File: src/rtl/core/lz4d_pkg.sv
// Shared types, constants and interface structs for the LZ4 block decompressor.
// Used by every module in rtl/core; depends on nothing else.
`default_nettype none

package lz4d_pkg;

    // Sizes of the history window and the byte counters.
    localparam int WIN_BYTES  = 65536;
    localparam int WIN_AW     = $clog2(WIN_BYTES);
    localparam int COUNT_BITS = 24;
    localparam int CFG_W      = 24;
    localparam int CAP_W      = (COUNT_BITS < CFG_W) ? COUNT_BITS : CFG_W;
    localparam int CNT_W      = COUNT_BITS + 1;
    localparam int ALU_W      = COUNT_BITS + 3;

    // Largest number of copy bytes produced by one transaction.
    localparam int BURST      = 64;
    localparam int BCNT_W     = $clog2(BURST + 1);

    // Format constants of the LZ4 sequence layout.
    localparam logic [3:0] NIB_EXT   = 4'hf;
    localparam logic [7:0] BYTE_EXT  = 8'hff;
    localparam logic [3:0] MIN_MATCH = 4'd4;

    // Kind of an input transaction.
    typedef enum logic [1:0] {
        REQ_SRC   = 2'd0,
        REQ_DRAIN = 2'd1,
        REQ_EOI   = 2'd2
    } t_req;

    // Result status codes.
    typedef enum logic [2:0] {
        ST_DATA   = 3'd0,
        ST_OK     = 3'd1,
        ST_SIZE   = 3'd2,
        ST_FORMAT = 3'd3,
        ST_BUSY   = 3'd4
    } t_status;

    // Where the parser stands within a sequence.
    typedef enum logic [2:0] {
        PH_TOKEN  = 3'd0,
        PH_LITEXT = 3'd1,
        PH_LIT    = 3'd2,
        PH_OFFLO  = 3'd3,
        PH_OFFHI  = 3'd4,
        PH_MEXT   = 3'd5,
        PH_COPY   = 3'd6
    } t_phase;

    // Sticky error kind.
    typedef enum logic [1:0] {
        ERR_NONE   = 2'd0,
        ERR_SIZE   = 2'd1,
        ERR_FORMAT = 2'd2
    } t_err;

    // Sequencer steps.
    typedef enum logic [2:0] {
        S_IDLE   = 3'd0,
        S_DECODE = 3'd1,
        S_LCHK   = 3'd2,
        S_OFFCHK = 3'd3,
        S_MSTART = 3'd4,
        S_MCHK   = 3'd5,
        S_RD     = 3'd6,
        S_WR     = 3'd7
    } t_seq_state;

    // Operations of the shared add/compare unit.
    typedef enum logic [1:0] {
        ALU_SATADD = 2'd0,
        ALU_CMPADD = 2'd1,
        ALU_SUB    = 2'd2
    } t_alu_op;

    typedef struct packed {
        t_alu_op            op;
        logic [ALU_W-1:0]   a;
        logic [ALU_W-1:0]   b;
    } t_alu_req;

    typedef struct packed {
        logic [ALU_W-1:0]   y;
        logic               flag;
    } t_alu_rsp;

    // Window memory control from the sequencer.
    typedef struct packed {
        logic               rd_en;
        logic [WIN_AW-1:0]  rd_addr;
        logic               wr_en;
        logic [WIN_AW-1:0]  wr_addr;
        logic [7:0]         wr_data;
    } t_win_ctl;

    // One result transaction.
    typedef struct packed {
        logic [7:0]         data;
        t_status            status;
        logic               last;
        logic               pending;
    } t_result;

endpackage

`default_nettype wire

File: src/rtl/core/lz4d_alu.sv
// Shared add/compare unit: saturating add, add-and-compare against capacity, subtract.
// Depends on lz4d_pkg.
`default_nettype none

module lz4d_alu (
    input  wire lz4d_pkg::t_alu_req          i_req,
    input  wire [lz4d_pkg::COUNT_BITS-1:0]   i_cap,
    input  wire [lz4d_pkg::CNT_W-1:0]        i_lim,
    output lz4d_pkg::t_alu_rsp               o_rsp
);

    logic                       sub;
    logic [lz4d_pkg::ALU_W-1:0] addend;
    logic [lz4d_pkg::ALU_W-1:0] sum;
    logic [lz4d_pkg::ALU_W-1:0] cmp_ref;
    logic                       gt;

    // One adder serves both add and subtract.
    assign sub    = (i_req.op == lz4d_pkg::ALU_SUB);
    assign addend = sub ? ~i_req.b : i_req.b;
    assign sum    = i_req.a + addend + lz4d_pkg::ALU_W'(sub);

    // One comparator: against the saturation limit or against the capacity.
    assign cmp_ref = (i_req.op == lz4d_pkg::ALU_SATADD) ? lz4d_pkg::ALU_W'(i_lim)
                                                        : lz4d_pkg::ALU_W'(i_cap);
    assign gt      = (sum > cmp_ref);

    always_comb begin
        o_rsp.y    = sum;
        o_rsp.flag = gt;
        if (i_req.op == lz4d_pkg::ALU_SATADD && gt) begin
            o_rsp.y = cmp_ref;
        end
        if (sub) begin
            // The top bit of the difference marks a negative result.
            o_rsp.flag = sum[lz4d_pkg::ALU_W-1];
        end
    end

endmodule

`default_nettype wire

File: config.mk
export PLATFORM = sky130hd
export DESIGN_NAME = lz4d_alu
export DESIGN_NICKNAME = d
export VERILOG_FILES = /design/src/rtl/core/lz4d_pkg.sv /design/src/rtl/core/lz4d_alu.sv
export SDC_FILE = /design/constraint.sdc
export NUM_CORES = 1
export LEC_CHECK = 0
export ABC_AREA = 1
export BUFFER_PORTS_ARGS = -buffer_cell sky130_fd_sc_hd__buf_2
export CAP_MARGIN = 30
export CORE_MARGIN = 2
export CORE_UTILIZATION = 45
export DETAILED_ROUTE_END_ITERATION = 6
export MAX_ROUTING_LAYER = met4
export PLACE_DENSITY = 0.75
export SETUP_SLACK_MARGIN = 0.15
export SYNTH_ARGS = -nofsm -noshare
export SYNTH_HDL_FRONTEND = slang
export SYNTH_SLANG_ARGS = --single-unit
File: constraint.sdc
create_clock -name vclk -period 10.55
set_input_delay 1.055 -clock vclk [all_inputs]
set_output_delay 1.055 -clock vclk [all_outputs]
set_load 0.02 [all_outputs]
## Word level (Yosys, flattened, before mapping)

Cells that the tools add are included.
W data, S select, Z words.

- Bits in registers: 0
- Output and inout port bits: 28
- Word-level logic and storage cells: 11

- $add $sub $neg: 2
- $lt $le $gt $ge: 1
- Equality and inequality tests: 1
- Muxes and demuxes: 4
- Bitwise operators: 1
- Reductions and logical operators: 2

Operator list:

| kind | number |
|---|---|
| $mux W27 | 2 |
| $add A27 B1 Y27 | 1 |
| $add A27 B27 Y27 | 1 |
| $gt A27 B25 Y1 | 1 |
| $not A27 Y27 | 1 |
| $mux W25 | 1 |
| $eq A2 B2 Y1 const B | 1 |
| $logic_not A2 Y1 | 1 |
| $logic_and A1 B1 Y1 | 1 |
| $mux W1 | 1 |

## Logic depth before layout (Yosys ltp)

Gate-level depths: netlist of run 1.

- Word-level depth: 7
- Mapped depth: 30
- Depth with buffers taken out: 27

## Least setup slack after synthesis of run 1

Ideal clock, no wire load.

- Kind: input to output
- From: input port i_req[54] in the netlist's numbering
- To: output port o_rsp[12] in the netlist's numbering
- Arrival time: 4.901 ns
- Data required time: 9.495 ns
- Path slack: 4.594 ns
- Cell stages on the path: 24
- Path buffers: 3
- Cell sequence: inv_1 > nand2_1 > buf_2 > buf_1 > xnor2_1 > ha_1 > nand2_1 > nand2_1 > nand2_1 > nand2_1 > a21oi_1 > inv_1 > a21oi_1 > o21ai_0 > xor2_1 > ha_1 > nand2_1 > nor4_1 > nor3b_1 > nand3_4 > nand3_4 > buf_6 > nand2_1 > nand2_1

RTL lines:

| item | RTL line | source |
|---|---|---|
| start, declared | lz4d_alu.sv:6 | `input wire lz4d_pkg::t_alu_req i_req,` |
| end, declared | lz4d_alu.sv:9 | `output lz4d_pkg::t_alu_rsp o_rsp` |

==> results of run 1 <==
==> worst paths after layout <==
kind / to / slack [ns] / start
worst max-delay path: o_rsp[12] / 3.88 / i_req[54]
worst min-delay path: o_rsp[25] / 2.48 / i_lim[24]
==> power groups by stage <==
stage | combinational [W] | clock [W] | sequential [W]
after global placement | 0.000406 | 0 | 0
after detailed placement | 0.000410 | 0 | 0
after floorplan | 0.000295 | 0 | 0
after CTS | 0.000412 | 0 | 0
final | 0.000411 | 0 | 0
after global routing | 0.000466 | 0 | 0
==> Yosys cell counts (all sizes together) <==
cell type  number  area [µm²]
a31oi           1        6.26
o21ai          33         169
nor3            4        25.0
o2111ai         1        8.76
buf            11        62.6
a31o            1        8.76
nand2         200         763
ha             51         638
nor3b           2        20.0
mux2            1        11.3
nand4          28         190
o21bai          3        22.5
o21a            1        7.51
xor2           17         149
nand3b          1        7.51
nor4            1        6.26
fa              1        20.0
nand3          26         155
a211oi          1        7.51
a21oi          33         169
clkbuf          6        22.5
a21o            4        30.0
nor2           44         180
xnor2          33         289
inv            98         368
==> through the flow <==
step	worst slack, ns	cells
detailed placement	3.95	819
global route	3.48	819
CTS	3.92	819
finish	3.88	819
global placement	3.97	819
floorplan	4.59	602
==> cell type report <==
class              instances  area, µm²  area share
inverters                 98        368      0.0905
multi-input cells        487       2890       0.712
well taps                 99        124      0.0305
repair buffers           135        681       0.167
==> routing by layer <==
| metal | track usage | up-vias | wire length, µm |
|---|---|---|---|
| met5 | - | - | 0 |
| met4 | 0.0128 | 0 | 47 |
| met3 | 0.0134 | 6 | 468 |
| met2 | 0.401 | 96 | 4560 |
| met1 | 0.320 | 1754 | 4490 |
| li1 | - | 2166 | - |
==> logic make-up (layout without fill, tap and decap cells) <==
logic type                 after synthesis  after routing  share of synthesized area
and+or+nand+nor                        306            306                      0.404
buffers and inverters                  115            233                      0.136
AOI/OAI and AO/OA                       78             78                      0.129
adders and majority gates               52             52                      0.197
xor gates and xnor gates                50             50                      0.131
muxes                                    1              1                    0.00337
==> worst max-delay path, delay by kind of cell <==
family,cells,cell delay [ns]
AND/OR/NAND/NOR,9,1.87
buffers and inverters,5,0.82
AO/OA/AOI/OAI,4,0.90
adder cells (fa/ha/maj),2,0.60
XOR/XNOR,2,0.37
==> metrics list, run 1 <==
- The run finished with clean final reports.
- The layout has 782 filler cells.
- In this run the worst path has a maximum fanout of 29.
* Final hold violation count: 0
- Once the clock tree was built, the setup fixing pass inserted 0 buffers.
- Sequential cell count of the final layout: 0
* Number of antenna violations at the first check in global routing: 0
* Post-Route Hold Slack: 2.48 ns
- Worst Tran Pin Value: 0.624 ns
* Vias per inst: 4.91
* Kind of path behind the tightest hold check: input pin to output port
- Port Buffers: 133
* I/O pin total: 133
* Leading cell type in the layout, fill and taps excluded: nand2_1
- Max capacitance violation total: 0
* Number of global-route vias before repair: 3728
- Averaged over all synthesized cells, the footprint is 5.54 µm².
- Summing over every cut layer, the via total after detailed routing is 4022.
- The sequential cells in the finished layout cover a total of 0 µm².
- Measured against its own limit, the worst slew margin works out to 0.584.
- The repair_antennas step left the layout with diodes totalling 0.
- Summing all placed instances gives a cell area of 4060 µm².
* First-pass detailed-route iteration total: 4
* Commonest cells after routing, fill and taps aside: 195 x nand2_1, 133 x buf_2, 96 x inv_1
- Internal power comes to 0.000149 W.
- Core Box Area: 7210 µm²
* Fin nets: 879
- Clk_buf instances: 0
- The worst hold path passes through 4 cells.
- Synthesis warning total: 0
- The number of gates resized after CTS was 0.
- After legalization and detailed placement, the total HPWL measured 8.34 mm.
- The largest single stage delay on the critical path is 0.40 ns.
- Of the total power, the share spent switching nets is 0.637.
- Tot Pwr: 0.000411 W
* Endpoint kind of the worst setup timing path: output port
- Cell repeated most along the worst path: nand2_1
- Entering global routing, the biggest net connects 75 pins.
* GP Congestion: 0.893
* Unique cell type count in the Yosys netlist: 36
- Count of hold-fix buffers inserted at cts: 0
* RSZ-0062 raised after global routing: false
- Largest vdd supply drop: 0.0335 mV
* WS Path Type: input pin to output port
- Sequential share of the synthesized area: 0
- Summed over all nets, the switching power comes to 0.000262 W.
- For this run, design rule violations remaining after detail routing come to 0.
* Overall track demand over capacity in global routing: 0.234
* Req. time, crit path: 9.50 ns
* Clock network fraction of total power: 0
* Type of element launching the critical path: input pin
- Starting DRC count in detailed routing: 148
- Critical path, cell by cell: buf_2 > inv_1 > nand2_1 > buf_4 > xnor2_1 > ha_1 > a21oi_1 > nand2_1 > a21oi_1 > inv_1 > a21oi_1 > o21ai_0 > xor2_1 > ha_1 > nand2_1 > nor4_1 > nor3b_1 > nand3_4 > nand3_4 > nand2_1 > nand2_1 > buf_2
* WL final: 9.56 mm
- Compared with the post-synthesis result, the final layout area differs by 21.8%.
* Sequential fraction of design power: 0
- From bottom edge to top edge, the die measures 90.1 µm.
* Worst path slowest cell: buf_4
- Finished Core Util: 0.563
- DIE AREA: 8120 µm²
- The clock period could shrink to 6.67 ns.
- Cell count after synthesis: 602
- The detail route stage leaves a number of antenna-violating nets equal to 0.
* Global-route wire length before repair: 16.3 mm
- Setup violations, final: 0
- Of the total power, combinational logic draws 1.000.
- Share of layout cells above drive strength 1: 0.214
- Summed area of non-filler cells in the final layout: 4060 µm²
- Power per cell area: 101 nW/µm²
- Max Freq: 0.150 GHz
* Leakage dissipation: 2.42 nW
- In the final routed layout, each cell accounts on average for 11.7 µm.
* Net count of the mapped netlist: 759
- After floorplanning, the core was divided into 31 placement rows.
- In this run the horizontal extent of the chip is 90.1 µm.
- The initial utilization of the core area, before any placement, comes to 0.463.
- Accumulated negative setup slack: 0 ns
* Cell Area, Synth: 3340 µm²
- Global route total overflow: 0
* Post-route fraction of the period consumed by the critical path: 0.632
- The count of pins over their slew limit was 0.
* Data arrival time of the critical path: 5.61 ns
Note: power is estimated with default switching activity, not from simulation.
==> run 2, diff against run 1 <==
--- a/config.mk
+++ b/config.mk
@@ -12,7 +12,7 @@
 export CORE_UTILIZATION = 45
 export DETAILED_ROUTE_END_ITERATION = 6
 export MAX_ROUTING_LAYER = met4
-export PLACE_DENSITY = 0.75
+export PLACE_DENSITY = 0.78
 export SETUP_SLACK_MARGIN = 0.15
 export SYNTH_ARGS = -nofsm -noshare
 export SYNTH_HDL_FRONTEND = slang
==> constraint.sdc (replaced) <==
create_clock -name vclk -period 5.7
set_input_delay 0.57 -clock vclk [all_inputs]
set_output_delay 0.57 -clock vclk [all_outputs]
set_load 0.02 [all_outputs]
==> run 2 against run 1 <==
Compared with the run above:
- hold slack worse by 0.96 ns
- sequential share of layout area did not move
- first-iteration DRC count decreased by 6.8%
- sequential cell count unchanged
- critical path depth up 2
- wire length up 8.5%
- critical path type unchanged
==> metrics list, run 2 (synthesized netlist as in run 1, its figures left out) <==
- During placement, the flow inserted port buffers numbering 133.
- Post-route DRC violation count: 0
- Along the worst hold path, the cell count comes to 4.
* Worst path slowest cell: nor4_1
* Storage cell area: 0 µm²
- WS Path Type: input pin to output port
- GP Congestion: 0.900
- By instance count, the cell type seen most on the critical path is nand2_1.
- For this block, the initial DRC count from the detailed router was 138.
- The largest single stage delay on the critical path is 0.36 ns.
- First-pass detailed-route iteration total: 4
- The multi-input combinational cells in the finished layout cover a total of 2940 µm².
- Vias per inst: 5.05
- Final hold violation count: 0
* DIE AREA: 8120 µm²
- Measured against its own limit, the worst slew margin works out to 0.385.
- Entering global routing, the biggest net connects 53 pins.
- The total overflow left after global routing is 0.
* WL final: 10.4 mm
- At the worst endpoint, the required time is 5.13 ns.
- Core Box Area: 7210 µm²
* Site Rows: 31
- Share of layout cells above drive strength 1: 0.225
- Across all layers, the routed design uses 4182 vias.
* Family with the most delay on the worst path: simple AND/OR/NAND/NOR gates
- Leaving out fill and tap cells, the most frequent cell in the layout is nand2_1.
* Number of pins exceeding their max-slew limit in the final report: 0
* Status: completed
* I/O pin total: 133
- The finished cells cover 4160 µm².
- The initial antenna violation count came to 0.
- Clk_buf instances: 0
- Largest vdd supply drop: 0.0753 mV
- Area growth from synthesis to layout: 24.7%
* Post-route fraction of the period consumed by the critical path: 0.905
- Dividing total power by cell area gives a power density of 191 nW/µm².
- Max Fanout on Critical Path: 16
* Effective utilization at floorplan: 0.463
* Count of hold-fix buffers inserted at cts: 0
- Max capacitance violation total: 0
- Detailed placement finished with a half-perimeter wire length of 8.79 mm.
- Number of global-route vias before repair: 3794
- Type of element launching the critical path: input pin
* Post-layout min period: 5.16 ns
- Max Freq: 0.194 GHz
* Residual antenna-violating net count after detailed routing: 0
* RSZ-0062 raised after global routing: false
* Worst Tran Pin Value: 0.921 ns
* Dpl cell area: 4090 µm²
- Accumulated negative setup slack: 0 ns
- The worst setup path is captured at an output port.
- The path with the worst hold slack has its endpoint at o_rsp[25].
- The worst hold path belongs to the class input pin to output port.
- Bufs and invs on worst path: 7
* Data arrival time of the critical path: 4.59 ns
- The final layout contains a sequential cell count of 0.
* Fin nets: 888
- Setup violations, final: 0
- In the layout the commonest cells are 195 x nand2_1, 133 x buf_2, 96 x inv_1.
- The worst hold path begins at i_lim[24].
* Number of fill cells: 773
* Post-detailed-route wirelength per cell: 12.5 µm
- In this run the static leakage power is 2.46 nW.
- The die is 90.1 µm tall.
* Overall track demand over capacity in global routing: 0.248
- Global-route wire length before repair: 17.0 mm
- In this run the horizontal extent of the chip is 90.1 µm.
- Number of antenna repair diodes: 0
- The signal on the critical path passes through buf_2 > inv_1 > nand2_1 > buf_6 > xnor2_1 > ha_1 > nand2_1 > inv_1 > nand2_1 > nand2_1 > a21oi_1 > inv_1 > a21oi_1 > o21ai_0 > xor2_1 > ha_1 > nand2_1 > nor4_1 > nor3b_2 > nand3_4 > buf_4 > nand4_1 > nand2_1 > buf_2.
## run 2: worst min-delay path, cell delays in order
cell and delay [ns]:
buf_2 0.11, nand4_1 0.08, nand2_1 0.05, buf_2 0.15
## run 2: metrics by stage
| stage | util | cells | total power [W] | worst slack (ns) | hold slack [ns] |
|---|---|---|---|---|---|
| after detailed placement | 0.567 | 823 | 0.000766 | 0.112 | 1.52 |
| after global routing | 0.577 | 828 | 0.000880 | 0.158 | 1.54 |
| after global placement | 0.567 | 823 | 0.000750 | 0.159 | 1.52 |
| after CTS | 0.572 | 825 | 0.000778 | 0.246 | 1.52 |
| final | 0.577 | 828 | 0.000794 | 0.541 | 1.52 |
| after floorplan | - | 602 | 0.000546 | 0.714 | 1.33 |
## run 2: where the power goes
group / leakage (nW) / switching, W / total (W) / internal, W
clock network: 0 / 0 / 0 / 0
logic: 2.46 / 0.000509 / 0.000794 / 0.000285
registers: 0 / 0 / 0 / 0
total: 2.46 / 0.000509 / 0.000794 / 0.000285
## run 2: what timing repair did
item,CTS,global route
endpoints found under the setup margin,27,28
pin swaps,1,2
resized for setup,1,4
hold endpoints to repair,0,0
buffers inserted,0,2
gates cloned,2,1
## run 2: routing by layer
metal | routed length [µm] | vias to the layer above | global-route usage
li1 | - | 2194 | -
met1 | 4720 | 1847 | 0.325
met2 | 5090 | 139 | 0.442
met3 | 549 | 2 | 0.0151
met4 | 15 | 0 | 0.0128
met5 | 0 | - | -
## run 2: area by class of cell
type	count	area share
repair buffers	141	0.176
multi-input cells	490	0.706
inverters	98	0.0884
well taps	99	0.0298
## run 2: how the worst max path moves through the flow
stage | endpoint | from | cells after the start | slack (ns)
after floorplan | o_rsp[21] | i_req[54] | 24 | 0.71
after CTS | o_rsp[15] | i_req[54] | 26 | 0.25
final | o_rsp[14] | i_req[54] | 24 | 0.54
after global routing | o_rsp[16] | i_req[54] | 24 | 0.16
after detailed placement | o_rsp[15] | i_req[54] | 26 | 0.11
after global placement | o_rsp[18] | i_req[54] | 26 | 0.16
